[src/hw/rtl/i2cm_pkg.sv]
// Package for the I2C master bit engine: beat payload structs, command codes,
// register indexes and the one-hot phase encoding.
// No dependencies; imported by every RTL module of the engine.
package i2cm_pkg;

    localparam int FUNC_W = 3;
    localparam int CFG_ADDR_W = 2;
    localparam int CFG_DATA_W = 16;
    localparam int IN_TDATA_W = 16;
    localparam int OUT_TDATA_W = 16;

    // Command codes carried in func.
    localparam logic [FUNC_W-1:0] FUNC_NONE  = 3'd0;
    localparam logic [FUNC_W-1:0] FUNC_START = 3'd1;
    localparam logic [FUNC_W-1:0] FUNC_STOP  = 3'd2;
    localparam logic [FUNC_W-1:0] FUNC_WRITE = 3'd3;
    localparam logic [FUNC_W-1:0] FUNC_READ  = 3'd4;

    // Configuration register indexes.
    localparam logic [CFG_ADDR_W-1:0] CFG_HALF_BIT_TICKS = 2'd0;
    localparam logic [CFG_ADDR_W-1:0] CFG_WAIT_LIMIT     = 2'd1;
    localparam logic [CFG_ADDR_W-1:0] CFG_ACK_POLLS      = 2'd2;

    localparam logic [15:0] HALF_BIT_TICKS_RST = 16'd250;
    localparam logic [15:0] WAIT_LIMIT_RST     = 16'd1000;
    localparam logic [7:0]  ACK_POLLS_RST      = 8'd10;

    typedef struct packed {
        logic [15:0] half_bit_ticks;
        logic [15:0] wait_limit;
        logic [7:0]  ack_polls;
    } t_cfg;

    typedef struct packed {
        logic [FUNC_W-1:0] func;
        logic [7:0]        tx_byte;
        logic              last_read;
        logic              scl_level;
        logic              sda_level;
    } t_in_item;

    typedef struct packed {
        logic       scl_pull_low;
        logic       sda_pull_low;
        logic       busy_res;
        logic       done_res;
        logic       ok;
        logic [7:0] rx_byte;
    } t_res_item;

    typedef enum logic [21:0] {
        PH_IDLE    = 22'd1 << 0,
        PH_ST_D1   = 22'd1 << 1,
        PH_ST_WSDA = 22'd1 << 2,
        PH_ST_WSCL = 22'd1 << 3,
        PH_ST_D2   = 22'd1 << 4,
        PH_SP_D1   = 22'd1 << 5,
        PH_SP_D2   = 22'd1 << 6,
        PH_SP_WSCL = 22'd1 << 7,
        PH_SP_D3   = 22'd1 << 8,
        PH_SP_WSDA = 22'd1 << 9,
        PH_RD_WSCL = 22'd1 << 10,
        PH_RD_D0   = 22'd1 << 11,
        PH_RD_HIA  = 22'd1 << 12,
        PH_RD_HIB  = 22'd1 << 13,
        PH_RD_LOA  = 22'd1 << 14,
        PH_RD_LOB  = 22'd1 << 15,
        PH_RD_ACK  = 22'd1 << 16,
        PH_WR_WSDA = 22'd1 << 17,
        PH_WR_LO   = 22'd1 << 18,
        PH_WR_HI   = 22'd1 << 19,
        PH_WR_AD   = 22'd1 << 20,
        PH_WR_POLL = 22'd1 << 21
    } t_phase;

endpackage

[src/hw/rtl/i2c_master_bit_engine.sv]
// Top level of the I2C master bit engine: input beat register, sequencer,
// configuration registers and output beat register.
// Depends on i2cm_pkg, i2cm_cfg_regs and i2cm_fsm.

// Each input beat is one tick of bus timing: it carries the sampled SCL and
// SDA levels and, while the engine is idle, a command (start, stop, write
// byte, read byte). Every input beat yields exactly one output beat with the
// line drives, busy, done, ok and the received byte. The engine takes one
// beat per clock while the output side is not stalled; a beat is registered
// on entry, stepped through the sequencer once the output register is free
// and held in the output register until taken. The input register stalls
// only while it holds a beat that cannot step, so a new beat is still taken
// while a finished result waits on the output side and the input is empty.
// Configuration registers may be written only while no beat is in flight.
module i2c_master_bit_engine
    import i2cm_pkg::*;
(
    input  logic                   i_clk,
    input  logic                   i_rst_n,
    input  logic                   s_axis_tvalid,
    output logic                   s_axis_tready,
    // [2:0] func, [10:3] tx_byte, [11] last_read, [12] scl_level,
    // [13] sda_level, [15:14] zero
    input  logic [IN_TDATA_W-1:0]  s_axis_tdata,
    output logic                   m_axis_tvalid,
    input  logic                   m_axis_tready,
    // [0] scl_pull_low, [1] sda_pull_low, [2] busy_res, [3] done_res,
    // [4] ok, [12:5] rx_byte, [15:13] zero
    output logic [OUT_TDATA_W-1:0] m_axis_tdata,
    input  logic                   i_cfg_we,
    input  logic [CFG_ADDR_W-1:0]  i_cfg_addr,
    input  logic [CFG_DATA_W-1:0]  i_cfg_data
);

    t_cfg      cfg;
    t_in_item  in_item;
    t_res_item res;

    logic                  r_in_v;
    logic [IN_TDATA_W-1:0] r_in;
    logic                  r_out_v;
    t_res_item             r_out;
    logic                  step;
    logic                  s_acc;

    assign step          = r_in_v && (!r_out_v || m_axis_tready);
    assign s_axis_tready = !r_in_v || step;
    assign s_acc         = s_axis_tvalid && s_axis_tready;

    assign in_item.func      = r_in[2:0];
    assign in_item.tx_byte   = r_in[10:3];
    assign in_item.last_read = r_in[11];
    assign in_item.scl_level = r_in[12];
    assign in_item.sda_level = r_in[13];

    i2cm_cfg_regs u_cfg (
        .i_clk      (i_clk),
        .i_rst_n    (i_rst_n),
        .i_cfg_we   (i_cfg_we),
        .i_cfg_addr (i_cfg_addr),
        .i_cfg_data (i_cfg_data),
        .o_cfg      (cfg)
    );

    i2cm_fsm u_fsm (
        .i_clk   (i_clk),
        .i_rst_n (i_rst_n),
        .i_step  (step),
        .i_item  (in_item),
        .i_cfg   (cfg),
        .o_res   (res)
    );

    always_ff @(posedge i_clk) begin
        if (!i_rst_n) begin
            r_in_v  <= 1'b0;
            r_out_v <= 1'b0;
        end else begin
            if (s_acc) begin
                r_in_v <= 1'b1;
            end else if (step) begin
                r_in_v <= 1'b0;
            end
            if (step) begin
                r_out_v <= 1'b1;
            end else if (m_axis_tready) begin
                r_out_v <= 1'b0;
            end
        end
    end

    always_ff @(posedge i_clk) begin
        if (s_acc) begin
            r_in <= s_axis_tdata;
        end
        if (step) begin
            r_out <= res;
        end
    end

    assign m_axis_tvalid = r_out_v;
    assign m_axis_tdata  = {3'd0, r_out.rx_byte, r_out.ok, r_out.done_res,
                            r_out.busy_res, r_out.sda_pull_low, r_out.scl_pull_low};

endmodule

[src/hw/rtl/i2cm_cfg_regs.sv]
// Configuration registers of the I2C master bit engine: bit delay, wait
// limit and acknowledge poll count. Depends on i2cm_pkg.
module i2cm_cfg_regs
    import i2cm_pkg::*;
(
    input  logic                  i_clk,
    input  logic                  i_rst_n,
    input  logic                  i_cfg_we,
    input  logic [CFG_ADDR_W-1:0] i_cfg_addr,
    input  logic [CFG_DATA_W-1:0] i_cfg_data,
    output t_cfg                  o_cfg
);

    t_cfg r_cfg;

    always_ff @(posedge i_clk) begin
        if (!i_rst_n) begin
            r_cfg.half_bit_ticks <= HALF_BIT_TICKS_RST;
            r_cfg.wait_limit     <= WAIT_LIMIT_RST;
            r_cfg.ack_polls      <= ACK_POLLS_RST;
        end else if (i_cfg_we) begin
            case (i_cfg_addr)
                CFG_HALF_BIT_TICKS: r_cfg.half_bit_ticks <= i_cfg_data;
                CFG_WAIT_LIMIT:     r_cfg.wait_limit <= i_cfg_data;
                CFG_ACK_POLLS:      r_cfg.ack_polls <= i_cfg_data[7:0];
                default: ;
            endcase
        end
    end

    assign o_cfg = r_cfg;

endmodule

[src/hw/rtl/i2cm_fsm.sv]
// Bus sequencer of the I2C master bit engine: phase register, counters,
// shift register and line drives, advanced by one tick per step.
// Depends on i2cm_pkg.
module i2cm_fsm
    import i2cm_pkg::*;
(
    input  logic      i_clk,
    input  logic      i_rst_n,
    input  logic      i_step,
    input  t_in_item  i_item,
    input  t_cfg      i_cfg,
    output t_res_item o_res
);

    t_phase      r_phase, n_phase;
    logic [2:0]  r_bit, n_bit;
    logic [7:0]  r_shift, n_shift;
    logic [15:0] r_delay, n_delay;
    logic [15:0] r_wait, n_wait;
    logic [7:0]  r_poll, n_poll;
    logic        r_nack, n_nack;
    logic        r_scl, n_scl;
    logic        r_sda, n_sda;

    logic [15:0] d_inc, w_inc;
    logic [7:0]  p_inc;
    logic [2:0]  bit_dec;
    logic        d_over, w_fail, p_done;
    logic        fin, okv, rxv;

    always_comb begin
        d_inc   = r_delay + 16'd1;
        w_inc   = r_wait + 16'd1;
        p_inc   = r_poll + 8'd1;
        bit_dec = r_bit - 3'd1;
        d_over  = d_inc >= i_cfg.half_bit_ticks;
        w_fail  = w_inc >= i_cfg.wait_limit;
        p_done  = p_inc >= i_cfg.ack_polls;

        n_phase = r_phase;
        n_bit   = r_bit;
        n_shift = r_shift;
        n_delay = r_delay;
        n_wait  = r_wait;
        n_poll  = r_poll;
        n_nack  = r_nack;
        n_scl   = r_scl;
        n_sda   = r_sda;
        fin     = 1'b0;
        okv     = 1'b0;
        rxv     = 1'b0;

        case (r_phase)
            PH_IDLE: begin
                case (i_item.func)
                    FUNC_START: begin
                        n_scl   = 1'b1;
                        n_phase = PH_ST_D1;
                        n_delay = '0;
                    end
                    FUNC_STOP: begin
                        n_scl   = 1'b1;
                        n_phase = PH_SP_D1;
                        n_delay = '0;
                    end
                    FUNC_WRITE: begin
                        n_scl   = 1'b1;
                        n_sda   = 1'b0;
                        n_shift = i_item.tx_byte;
                        n_phase = PH_WR_WSDA;
                        n_wait  = '0;
                    end
                    FUNC_READ: begin
                        n_scl   = 1'b0;
                        n_nack  = i_item.last_read;
                        n_phase = PH_RD_WSCL;
                        n_wait  = '0;
                    end
                    default: ;
                endcase
            end
            PH_ST_D1: begin
                n_delay = d_inc;
                if (d_over) begin
                    n_sda   = 1'b0;
                    n_phase = PH_ST_WSDA;
                    n_wait  = '0;
                end
            end
            PH_ST_WSDA: begin
                if (i_item.sda_level) begin
                    n_scl   = 1'b0;
                    n_phase = PH_ST_WSCL;
                    n_wait  = '0;
                end else begin
                    n_wait = w_inc;
                    fin    = w_fail;
                end
            end
            PH_ST_WSCL: begin
                if (i_item.scl_level) begin
                    n_sda   = 1'b1;
                    n_phase = PH_ST_D2;
                    n_delay = '0;
                end else begin
                    n_wait = w_inc;
                    fin    = w_fail;
                end
            end
            PH_ST_D2: begin
                n_delay = d_inc;
                fin     = d_over;
                okv     = d_over;
            end
            PH_SP_D1: begin
                n_delay = d_inc;
                if (d_over) begin
                    n_sda   = 1'b1;
                    n_phase = PH_SP_D2;
                    n_delay = '0;
                end
            end
            PH_SP_D2: begin
                n_delay = d_inc;
                if (d_over) begin
                    n_scl   = 1'b0;
                    n_phase = PH_SP_WSCL;
                    n_wait  = '0;
                end
            end
            PH_SP_WSCL: begin
                if (i_item.scl_level) begin
                    n_sda   = 1'b0;
                    n_phase = PH_SP_D3;
                    n_delay = '0;
                end else begin
                    n_wait = w_inc;
                    fin    = w_fail;
                end
            end
            PH_SP_D3: begin
                n_delay = d_inc;
                if (d_over) begin
                    n_phase = PH_SP_WSDA;
                    n_wait  = '0;
                end
            end
            PH_SP_WSDA: begin
                if (i_item.sda_level) begin
                    fin = 1'b1;
                    okv = 1'b1;
                end else begin
                    n_wait = w_inc;
                    fin    = w_fail;
                end
            end
            PH_RD_WSCL: begin
                if (i_item.scl_level) begin
                    n_scl   = 1'b1;
                    n_phase = PH_RD_D0;
                    n_delay = '0;
                end else begin
                    n_wait = w_inc;
                    fin    = w_fail;
                end
            end
            PH_RD_D0: begin
                n_delay = d_inc;
                if (d_over) begin
                    n_sda   = 1'b0;
                    n_scl   = 1'b0;
                    n_shift = '0;
                    n_bit   = 3'd7;
                    n_phase = PH_RD_HIA;
                    n_delay = '0;
                end
            end
            PH_RD_HIA: begin
                n_delay = d_inc;
                if (d_over) begin
                    n_phase = PH_RD_HIB;
                    n_delay = '0;
                end
            end
            PH_RD_HIB: begin
                n_delay = d_inc;
                if (d_over) begin
                    n_shift = r_shift | ({7'd0, i_item.sda_level} << r_bit);
                    n_scl   = 1'b1;
                    n_phase = PH_RD_LOA;
                    n_delay = '0;
                end
            end
            PH_RD_LOA: begin
                n_delay = d_inc;
                if (d_over) begin
                    n_phase = PH_RD_LOB;
                    n_delay = '0;
                end
            end
            PH_RD_LOB: begin
                n_delay = d_inc;
                if (d_over) begin
                    n_delay = '0;
                    if (r_bit == 3'd0) begin
                        // Drive low for ACK, release for NACK.
                        n_sda   = ~r_nack;
                        n_phase = PH_RD_ACK;
                    end else begin
                        n_bit   = bit_dec;
                        n_scl   = 1'b0;
                        n_phase = PH_RD_HIA;
                    end
                end
            end
            PH_RD_ACK: begin
                n_delay = d_inc;
                if (d_over) begin
                    n_scl = 1'b0;
                    fin   = 1'b1;
                    okv   = 1'b1;
                    rxv   = 1'b1;
                end
            end
            PH_WR_WSDA: begin
                if (i_item.sda_level) begin
                    n_bit   = 3'd7;
                    n_scl   = 1'b1;
                    n_sda   = ~r_shift[7];
                    n_phase = PH_WR_LO;
                    n_delay = '0;
                end else begin
                    n_wait = w_inc;
                    fin    = w_fail;
                end
            end
            PH_WR_LO: begin
                n_delay = d_inc;
                if (d_over) begin
                    n_scl   = 1'b0;
                    n_phase = PH_WR_HI;
                    n_delay = '0;
                end
            end
            PH_WR_HI: begin
                n_delay = d_inc;
                if (d_over) begin
                    n_delay = '0;
                    if (r_bit == 3'd0) begin
                        n_scl   = 1'b1;
                        n_sda   = 1'b0;
                        n_phase = PH_WR_AD;
                    end else begin
                        n_bit   = bit_dec;
                        n_scl   = 1'b1;
                        n_sda   = ~r_shift[bit_dec];
                        n_phase = PH_WR_LO;
                    end
                end
            end
            PH_WR_AD: begin
                n_delay = d_inc;
                if (d_over) begin
                    n_scl   = 1'b0;
                    n_poll  = '0;
                    n_phase = PH_WR_POLL;
                    n_delay = '0;
                end
            end
            PH_WR_POLL: begin
                n_delay = d_inc;
                if (d_over) begin
                    if (!i_item.sda_level) begin
                        n_sda = 1'b1;
                        fin   = 1'b1;
                        okv   = 1'b1;
                    end else begin
                        n_poll = p_inc;
                        if (p_done) begin
                            n_sda = 1'b1;
                            fin   = 1'b1;
                        end else begin
                            n_delay = '0;
                        end
                    end
                end
            end
            default: n_phase = PH_IDLE;
        endcase

        if (fin) begin
            n_phase = PH_IDLE;
        end

        o_res.scl_pull_low = n_scl;
        o_res.sda_pull_low = n_sda;
        o_res.busy_res     = n_phase != PH_IDLE;
        o_res.done_res     = fin;
        o_res.ok           = okv;
        o_res.rx_byte      = rxv ? r_shift : 8'd0;
    end

    always_ff @(posedge i_clk) begin
        if (!i_rst_n) begin
            r_phase <= PH_IDLE;
            r_bit   <= '0;
            r_shift <= '0;
            r_delay <= '0;
            r_wait  <= '0;
            r_poll  <= '0;
            r_nack  <= 1'b0;
            r_scl   <= 1'b0;
            r_sda   <= 1'b0;
        end else if (i_step) begin
            r_phase <= n_phase;
            r_bit   <= n_bit;
            r_shift <= n_shift;
            r_delay <= n_delay;
            r_wait  <= n_wait;
            r_poll  <= n_poll;
            r_nack  <= n_nack;
            r_scl   <= n_scl;
            r_sda   <= n_sda;
        end
    end

endmodule
[config.mk]
export PLATFORM = sky130hd
export DESIGN_NAME = i2c_master_bit_engine
export DESIGN_NICKNAME = d
export VERILOG_FILES = /design/src/hw/rtl/i2cm_pkg.sv /design/src/hw/rtl/i2c_master_bit_engine.sv /design/src/hw/rtl/i2cm_cfg_regs.sv /design/src/hw/rtl/i2cm_fsm.sv
export SDC_FILE = /design/constraint.sdc
export NUM_CORES = 1
export LEC_CHECK = 0
export BUFFER_PORTS_ARGS = -buffer_cell sky130_fd_sc_hd__buf_2
export CORE_MARGIN = 2
export CORE_UTILIZATION = 45
export DETAILED_ROUTE_END_ITERATION = 7
export PLACE_DENSITY = 0.6
export SYNTH_ARGS = -nofsm -noshare
export SYNTH_HDL_FRONTEND = slang
export SYNTH_HIERARCHICAL = 1
export SYNTH_SLANG_ARGS = --single-unit
export TNS_END_PERCENT = 100
[constraint.sdc]
create_clock -name i_clk -period 5.1 [get_ports i_clk]
set_input_delay 0.765 -clock i_clk [delete_from_list [all_inputs] [get_ports i_clk]]
set_output_delay 0.765 -clock i_clk [all_outputs]
set_load 0.01 [all_outputs]
==> results.json, run 1 <==
{
  "status": "complete, no violations",
  "cts_tree": "built",
  "ir_drop_uv": 191,
  "track_usage": 0.230,
  "crit_path_end_kind": "flip-flop",
  "synthArstFlopShare": 0,
  "ys_ff_latch": 145,
  "post_cts_buffers": 0,
  "final-seq-area_um2": 3170,
  "period_minus_slack_ps": 4740,
  "synth_area_leaders": "dfxtp_1, edfxtp_1, ha_1",
  "drt-total-wl_mm": 24.0,
  "drv_cap": 0,
  "antennaDiodeCount": 0,
  "slew-limit-headroom": 0.168,
  "cp_max_fo": 27,
  "fp.coreArea_um2": 19600,
  "leakagePower_nw": 4.19,
  "tightest_slew_ps": 1240,
  "drv_slew": 0,
  "path_cells": "ha_1, and3_1, and3_1, and3_1, and3_1, and3_1, nand3_1, xnor2_1, ha_1, and4_1, o311ai_0, o41ai_1, or4_1, buf_4, a31oi_1, and3b_1, a211oi_1, a31o_2",
  "critPathKind": "flip-flop to flip-flop",
  "synth_ff_type": "dfxtp_1",
  "die_h_um": 146,
  "vias": 7886,
  "synth_edf_count": 27,
  "reg2reg_from": "u_fsm/r_delay[0]$_SDFFE_PN0P_",
  "cpMostUsedCell": "and3_1",
  "ys_types": 88,
  "p_per_area_nw_per_um2": 268,
  "crit_buf_inv": 1,
  "wl_per_cell_um": 17.4,
  "fp-row-count": 51,
  "cts.sinks": 145,
  "utilization": 0.514,
  "root_buffer": "clkbuf_16",
  "yosysMostFrequentCell": "dfxtp_1",
  "crit_required_ps": 5470,
  "grt_pass1_vias": 7518,
  "antenna_found_initial": 0,
  "synth-warning-count": 6,
  "drive_above_1_share": 0.130,
  "portBuffers": 51,
  "fp.dieW_um": 146,
  "drt_iter0_markers": 703,
  "cts_buffer_depth": 2,
  "synth_cells": 1062,
  "setup_viol": 0,
  "gr-total-overflow": 0,
  "cts_hold_buf": 0,
  "place.detailed.hpwl_mm": 17.5,
  "post_cts_resized": 0,
  "hold_path.class": "flip-flop to flip-flop",
  "ios": 57,
  "vias_per_cell": 5.74,
  "area_delta_synth_final_pct": 11.4,
  "timing.hold.ws_ps": 458,
  "period_share": 0.930,
  "grt_pass1_wl_mm": 39.5,
  "max_freq_ghz": 0.211,
  "setup_slack_ps": 357,
  "worstPathArrival_ps": 5110,
  "htree_levels": 4,
  "seq_area_frac_synth": 0.351,
  "numCtsBuffers": 17,
  "place.gp.congestion": 0.979,
  "slowest_stage": "or4_1",
  "start_util": 0.462,
  "fin_nets": 1180,
  "rsz0062_at_grt": "no",
  "clkLatencyLatePin_ps": 430,
  "startpoint_type": "flip-flop",
  "synth.cell_area_um2": 9050,
  "post-place-ws_ps": 447,
  "slowest_delay_ps": 660,
  "path_delay_family": "simple AND/OR/NAND/NOR gates",
  "startpoint": "u_fsm/r_delay[0]$_SDFFE_PN0P_",
  "min_from": "u_cfg/o_cfg[38]$_SDFFE_PN0P_",
  "synth_top_area_cell": "dfxtp_1",
  "fin_tns_setup_ps": 0,
  "clock_skew_ps": 5.86,
  "synth_top_cell_area_share": 0.261,
  "drcViolationCount": 0,
  "netlist_top_cells_count": "dfxtp_1, nand2_1, nor2_1, inv_1, a21oi_1",
  "syn_avg_cell_area_um2": 8.52,
  "clk_pin_slew_ps": 60,
  "hold_viol_final": 0,
  "ant_nets": 0,
  "multi_input_area_um2": 5400,
  "grt_max_degree": 40,
  "dr.pass1.iters": 6,
  "n_fill_cell": 1940,
  "die-area_um2": 21300
}
## metal layers
layer | global-route usage | wire length, um | share of wire
met5 | 0 | 0 | 0
met4 | 0.0676 | 467 | 0.019
met3 | 0.0429 | 1340 | 0.056
met2 | 0.355 | 10500 | 0.44
met1 | 0.328 | 11700 | 0.49
## layout make-up
class,count,share of cell area
multi-input combinational,809,0.536
sequential,145,0.315
clock buffer,17,0.0422
timing repair buffer,70,0.0395
tap,265,0.0329
inverter,53,0.0197
clock inverter,15,0.0145
## cells in the final DEF, fill, tap and decap left out, types with 17 or more instances in the layout
master / instances
nor2b_1: 23
a21oi_1: 49
o21a_1: 24
xnor2_1: 17
nand2b_1: 19
buf_4: 19
o21ai_0: 29
mux2i_1: 40
dfxtp_1: 118
inv_1: 51
nand2_1: 110
and3_1: 18
a211oi_1: 23
nor4_1: 21
edfxtp_1: 27
buf_2: 51
ha_1: 45
nor3_1: 43
nor2_1: 97
clkbuf_16: 17
nand3_1: 37
## worst min-delay path, delay by kind of cell, from the launching register on
kind | cells | cell delay, ps
DFF | 1 | 310
muxes | 1 | 50
and+or+nand+nor | 1 | 50
## sequential cells by signal, indices dropped and copies added, names as in the netlist, 8 cells and up
name,flops
u_fsm/r_wait,16
r_in,14
u_fsm/r_phase,22
u_cfg/o_cfg,40
m_axis_tdata,13
u_fsm/r_delay,16
u_fsm/r_poll,8
u_fsm/r_shift,8
## worst paths after layout
check	endpoint	slack (ps)	depth (start not counted)
setup / recovery	u_fsm/r_phase[1]$_SDFFE_PN0P_	360	18
hold / removal	u_cfg/o_cfg[38]$_SDFFE_PN0P_	460	2
setup reg to reg	u_fsm/r_phase[1]$_SDFFE_PN0P_	360	18
hold reg to reg	u_cfg/o_cfg[38]$_SDFFE_PN0P_	460	2
## report_power, final
group / switching [mW] / internal (mW)
clock network: 0.548 / 0.686
logic: 0.161 / 0.0885
registers: 0.0226 / 1.20
## per-stage QoR
step	cells	instance area, um2	power, mW
global route	1374	10100	2.81
CTS	1374	10100	2.73
global placement	1342	9500	1.49
finish	1374	10100	2.70
floorplan	1064	9050	1.41
detailed placement	1342	9500	1.49
## cell families (layout without fill, tap and decap cells)
logic type / Yosys count / count (layout) / synth area share
other cells: 1 / 3 / 0.000414
compound gates: 214 / 214 / 0.161
flops: 145 / 145 / 0.351
xor+xnor: 33 / 33 / 0.0319
buf+inv: 110 / 155 / 0.0546
mux: 43 / 43 / 0.0505
simple gates: 471 / 471 / 0.289
fa+ha+maj: 45 / 45 / 0.0622
(Power assumes the default switching activity.)
==> inputs of run 2 (changes only) <==
--- a/config.mk
+++ b/config.mk
@@ -5,10 +5,11 @@
 export SDC_FILE = /design/constraint.sdc
 export NUM_CORES = 1
 export LEC_CHECK = 0
+export ABC_AREA = 1
 export BUFFER_PORTS_ARGS = -buffer_cell sky130_fd_sc_hd__buf_2
-export CORE_MARGIN = 2
 export CORE_UTILIZATION = 45
 export DETAILED_ROUTE_END_ITERATION = 7
+export GPL_TIMING_DRIVEN = 0
 export PLACE_DENSITY = 0.6
 export SYNTH_ARGS = -nofsm -noshare
 export SYNTH_HDL_FRONTEND = slang
==> results.json, run 2 <==
{
  "fin_nets": 1560,
  "crit_path_end_kind": "flip-flop",
  "gr-total-overflow": 0,
  "drive_above_1_share": 0.117,
  "drt_iter0_markers": 689,
  "dr.pass1.iters": 7,
  "root_buffer": "clkbuf_16",
  "ios": 57,
  "stdcell_area_um2": 10800,
  "fin_tns_setup_ps": 0,
  "place.detailed.hpwl_mm": 21.1,
  "syn_avg_cell_area_um2": 6.82,
  "post_cts_buffers": 0,
  "fp.coreArea_um2": 20600,
  "path_delay_family": "simple AND/OR/NAND/NOR gates",
  "antenna_found_initial": 0,
  "drcViolationCount": 0,
  "clockPowerShare": 0.457,
  "synth_ff_type": "dfxtp_1",
  "p_per_area_nw_per_um2": 272,
  "period_minus_slack_ps": 4660,
  "dp_cells": 1727,
  "cts_buffer_depth": 2,
  "period_share": 0.914,
  "cp_max_fo": 10,
  "startpoint_type": "flip-flop",
  "timing.hold.ws_ps": 460,
  "internal_power_mw": 2.08,
  "grt_pass1_wl_mm": 44.6,
  "max_freq_ghz": 0.215,
  "switching_share": 0.294,
  "clkLatencyLatePin_ps": 440,
  "p_sw_mw": 0.866,
  "synth.cell_area_um2": 9580,
  "startpoint": "u_fsm/r_delay[0]$_SDFFE_PN0P_",
  "status": "complete, no violations",
  "synth_area_leaders": "dfxtp_1, nand2_1, edfxtp_1",
  "htree_levels": 4,
  "cts.sinks": 145,
  "synth_top_cell_area_share": 0.247,
  "antennaDiodeCount": 0,
  "synth_top_area_cell": "dfxtp_1",
  "cts_hold_buf": 0,
  "die-area_um2": 21900,
  "seq_area_frac_synth": 0.331,
  "crit_required_ps": 5430,
  "grt_max_degree": 18,
  "drv_slew": 0,
  "worstPathArrival_ps": 4990,
  "synth_edf_count": 27,
  "p_seq_frac": 0.419,
  "hold_path.class": "flip-flop to flip-flop",
  "die_h_um": 148,
  "numCtsBuffers": 17,
  "synthArstFlopShare": 0,
  "critPathKind": "flip-flop to flip-flop",
  "vias_per_cell": 5.26,
  "layout_commonest_cell": "nand2_1",
  "synth_cells": 1404,
  "start_util": 0.466,
  "min_from": "u_cfg/o_cfg[29]$_SDFFE_PN1P_",
  "wl_per_cell_um": 15.7,
  "vias": 9257,
  "post_cts_resized": 0,
  "synth-warning-count": 6,
  "yosysMostFrequentCell": "nand2_1",
  "path_cells": "nand3_1, nor3_1, nand3_1, nor3_1, xor2_1, inv_1, ha_1, a21oi_1, o21ai_0, a21oi_1, nand2_1, buf_2, nand3_1, nand2_1, a21oi_1, nand3_1, nand2_1, nand2_1",
  "track_usage": 0.262,
  "portBuffers": 51,
  "drv_cap": 0,
  "reg2reg_from": "u_fsm/r_delay[0]$_SDFFE_PN0P_",
  "slowest_delay_ps": 470,
  "slowest_stage": "dfxtp_1",
  "ir_drop_uv": 203,
  "rsz0062_at_grt": "no",
  "clock_skew_ps": 14.3,
  "ant_nets": 0,
  "stdcell_count": 1759,
  "clk_pin_slew_ps": 70,
  "placed_area_um2": 10200,
  "area_delta_synth_final_pct": 13.0,
  "leakagePower_nw": 5.13,
  "grt_pass1_vias": 8706,
  "crit_buf_inv": 2,
  "largest_reg_flops": 40,
  "hold_viol_final": 0,
  "fp-row-count": 52,
  "ys_types": 51,
  "fp.dieW_um": 148,
  "cts_tree": "built",
  "power.share.combinational": 0.123,
  "setup_viol": 0,
  "tightest_slew_ps": 953,
  "drt-total-wl_mm": 27.5,
  "slew-limit-headroom": 0.364,
  "netlist_top_cells_count": "nand2_1, inv_1, nor2_1, dfxtp_1, nand3_1",
  "layout_common_cells": "nand2_1, inv_1, nor2_1",
  "ys_ff_latch": 145,
  "place.gp.congestion": 0.992
}
==> run 2: changes by cell type after synthesis, moves of 31 or more <==
cell	delta
nand2_1	+211
inv_1	+144
nand3_1	+81
a21oi_1	+68
nor2_1	+43
nand4_1	+42
mux2i_1	-40
o21ai_0	+31
==> run 2: power by group through the flow <==
stage          logic (mW)  clock network [mW]  registers, mW
2_1_floorplan       0.247                   0           1.26
4_1_cts             0.359                1.37           1.24
3_3_place_gp        0.357                   0           1.26
5_1_grt             0.404                1.42           1.24
6_report            0.363                1.35           1.24
3_5_place_dp        0.358                   0           1.26
==> run 2: worst min-delay path: stages, from the launching register on <==
cell	delay, ps
dfxtp_1	330
nand2_1	50
nand3_1	50
==> run 2: per-stage QoR <==
stage           util  setup slack (ps)  power [mW]
5_1_grt        0.526               208        3.07
3_3_place_gp   0.495               564        1.62
2_1_floorplan      -              1920        1.50
3_5_place_dp   0.495               576        1.62
6_report       0.526               441        2.95
4_1_cts        0.526               541        2.97
==> run 2: final cells by class <==
type / instances / area [um2]
buffer: 53 / 354
clock buffer: 17 / 425
clock inverter: 15 / 219
fill: 2106 / 9740
inverter: 205 / 769
multi-input combinational: 1003 / 5290
sequential: 145 / 3170
tap: 270 / 338
timing repair buffer: 51 / 255
==> run 2: per-layer routing <==
metal,GRT usage,up-vias,part of all wire,wire length [um]
met4,0.0840,0,0.022,608
met1,0.356,4167,0.47,12900
met5,0,-,0,0
li1,-,4746,-,-
met3,0.0515,47,0.069,1910
met2,0.415,297,0.44,12200
==> run 2: cells by family after synthesis <==
| logic type | Yosys count | share of synthesized area |
|---|---|---|
| other cells | 1 | 0.000392 |
| flops | 145 | 0.331 |
| xor+xnor | 31 | 0.0284 |
| compound gates | 214 | 0.122 |
| simple gates | 710 | 0.342 |
| buf+inv | 258 | 0.117 |
| fa+ha+maj | 45 | 0.0588 |
==> run 2: path summary, 6_finish.rpt <==
path                                                 endpoint  slack [ps]  cells after the start
worst min register to register   u_cfg/o_cfg[29]$_SDFFE_PN1P_         460                      2
worst max register to register  u_fsm/r_phase[0]$_SDFFE_PN1P_         440                     18
worst min-delay path             u_cfg/o_cfg[29]$_SDFFE_PN1P_         460                      2
worst max-delay path            u_fsm/r_phase[0]$_SDFFE_PN1P_         440                     18
==> inputs of run 3 (changes only) <==
--- a/config.mk
+++ b/config.mk
@@ -7,10 +7,12 @@
 export LEC_CHECK = 0
 export ABC_AREA = 1
 export BUFFER_PORTS_ARGS = -buffer_cell sky130_fd_sc_hd__buf_2
-export CORE_UTILIZATION = 45
+export CELL_PAD_IN_SITES_DETAIL_PLACEMENT = 1
+export CELL_PAD_IN_SITES_GLOBAL_PLACEMENT = 1
+export CORE_UTILIZATION = 40
 export DETAILED_ROUTE_END_ITERATION = 7
 export GPL_TIMING_DRIVEN = 0
-export PLACE_DENSITY = 0.6
+export PLACE_DENSITY = 0.74
 export SYNTH_ARGS = -nofsm -noshare
 export SYNTH_HDL_FRONTEND = slang
 export SYNTH_HIERARCHICAL = 1
==> constraint.sdc (replaced) <==
create_clock -name i_clk -period 3.94 [get_ports i_clk]
set_input_delay 0.591 -clock i_clk [delete_from_list [all_inputs] [get_ports i_clk]]
set_output_delay 0.591 -clock i_clk [all_outputs]
set_load 0.01 [all_outputs]
==> results.json, run 3 (synthesized netlist as in run 2, its figures left out) <==
{
  "place.gp.congestion": 0.928,
  "cts_buffer_depth": 2,
  "crit_path_end_kind": "flip-flop",
  "drt-total-wl_mm": 31.7,
  "drcViolationCount": 0,
  "hold_path.class": "input port to flip-flop",
  "area_delta_synth_final_pct": 14.8,
  "drv_slew": 0,
  "cts_tree": "built",
  "crit_required_ps": 4260,
  "vias_per_cell": 5.32,
  "root_buffer": "clkbuf_16",
  "fin_nets": 1564,
  "fp.coreArea_um2": 23500,
  "gr-total-overflow": 0,
  "cts.sinks": 145,
  "ant_nets": 0,
  "period_minus_slack_ps": 3720,
  "die_h_um": 157,
  "largest_reg_flops": 40,
  "multi_input_area_um2": 5340,
  "clk_pin_slew_ps": 70,
  "whs_endpoint": "r_in[8]$_DFFE_PP_",
  "grt_max_degree": 18,
  "numCtsBuffers": 17,
  "reg2reg_from": "u_fsm/r_delay[0]$_SDFFE_PN0P_",
  "worstPathArrival_ps": 4040,
  "cts_hold_buf": 0,
  "ios": 57,
  "path_delay_family": "simple AND/OR/NAND/NOR gates",
  "ir_drop_uv": 250,
  "p_per_area_nw_per_um2": 360,
  "die-area_um2": 24600,
  "slew-limit-headroom": 0.387,
  "htree_levels": 4,
  "layout_common_cells": "nand2_1, inv_1, nor2_1",
  "r2r-end": "u_fsm/r_phase[0]$_SDFFE_PN1P_",
  "final-seq-area_um2": 3170,
  "clkLatencyLatePin_ps": 440,
  "min_from": "s_axis_tdata[8]",
  "max_freq_ghz": 0.269,
  "grt_pass1_wl_mm": 50.9,
  "portBuffers": 51,
  "dp_cells": 1776,
  "wl_per_cell_um": 17.5,
  "stdcell_count": 1812,
  "dr.pass1.iters": 5,
  "rrSetupSlack_ps": 220,
  "tightest_slew_ps": 919,
  "critPathKind": "flip-flop to flip-flop",
  "worstRegToRegCells": 18,
  "track_usage": 0.269,
  "clock_skew_ps": 15.0,
  "period_share": 0.944,
  "startpoint_type": "flip-flop",
  "antenna_found_initial": 0,
  "n_fill_cell": 3103,
  "cpMostUsedCell": "nand2_1",
  "slowest_delay_ps": 400,
  "fp-row-count": 56,
  "start_util": 0.408,
  "cp_max_fo": 10,
  "drv_cap": 0,
  "hold_viol_final": 0,
  "fp.dieW_um": 157,
  "rsz0062_at_grt": "no",
  "status": "complete, no violations",
  "hold_depth": 1,
  "drt_iter0_markers": 619,
  "grt_pass1_vias": 9505,
  "slowest_stage": "dfxtp_2",
  "setup_viol": 0,
  "antennaDiodeCount": 0,
  "layout_commonest_cell": "nand2_1",
  "place.detailed.hpwl_mm": 23.9,
  "path_cells": "ha_1, nand3_1, nor3_2, nand3_1, nor3_1, xor2_1, ha_1, nand2_1, o21ai_0, a21oi_2, nand2_2, buf_2, nand3_1, nand2_1, a21oi_4, nand3_2, nand2_1, nand2_1",
  "leakagePower_nw": 5.20,
  "crit_buf_inv": 1,
  "vias": 9648,
  "utilization": 0.468,
  "drive_above_1_share": 0.127
}
## run 3: layout make-up
cell class | instances | area share
Buffer | 53 | 0.0322
Clock inverter | 15 | 0.0219
Clock buffer | 17 | 0.0387
Sequential cell | 145 | 0.289
Tap cell | 319 | 0.0363
Timing Repair Buffer | 55 | 0.0260
Multi-Input combinational cell | 1003 | 0.486
Inverter | 205 | 0.0704
## run 3: worst max path at each step
stage,end,cells after the start,start,slack (ps)
2_1_floorplan,m_axis_tdata[3]$_DFFE_PP_,17,u_fsm/r_delay[0]$_SDFFE_PN0P_,760
3_3_place_gp,u_fsm/r_phase[0]$_SDFFE_PN1P_,18,u_fsm/r_delay[0]$_SDFFE_PN0P_,-610
3_5_place_dp,u_fsm/r_phase[0]$_SDFFE_PN1P_,18,u_fsm/r_delay[0]$_SDFFE_PN0P_,-680
4_1_cts,u_fsm/r_phase[0]$_SDFFE_PN1P_,18,u_fsm/r_delay[0]$_SDFFE_PN0P_,60
5_1_grt,u_fsm/r_phase[0]$_SDFFE_PN1P_,18,u_fsm/r_delay[0]$_SDFFE_PN0P_,30
6_report,u_fsm/r_phase[0]$_SDFFE_PN1P_,18,u_fsm/r_delay[0]$_SDFFE_PN0P_,220
## run 3: repair_timing
action,4_1_cts,5_1_grt
gates cloned,0,0
setup buffers,3,1
resized for setup,5,9
pin swaps,1,1
setup endpoints to repair,41,50
## run 3: metrics by stage
stage | hold slack [ps] | power [mW] | worst slack, ps | TNS (ps) | instance area [um2]
finish | 322 | 3.95 | 222 | 0 | 11000
global route | 307 | 4.10 | 26.2 | 0 | 11000
floorplan | 429 | 1.94 | 756 | 0 | 9580
global placement | 446 | 2.10 | -608 | -6960 | 10200
CTS | 311 | 3.97 | 63.9 | 0 | 11000
detailed placement | 448 | 2.12 | -680 | -8700 | 10200
## run 3: routing by layer
layer / GRT usage / wire length, um / vias up
met1: 0.362 / 14800 / 4637
li1: - / - / 4742
met4: 0.0756 / 554 / 0
met5: 0 / 0 / -
met3: 0.0443 / 1510 / 50
met2: 0.440 / 14800 / 219
## run 3: power by group
part / leakage [nW] / internal (mW) / switching, mW / total, mW
clock network: 0.326 / 1.05 / 0.809 / 1.86
registers: 1.22 / 1.56 / 0.0367 / 1.60
logic: 3.65 / 0.151 / 0.342 / 0.493
total: 5.20 / 2.76 / 1.19 / 3.95
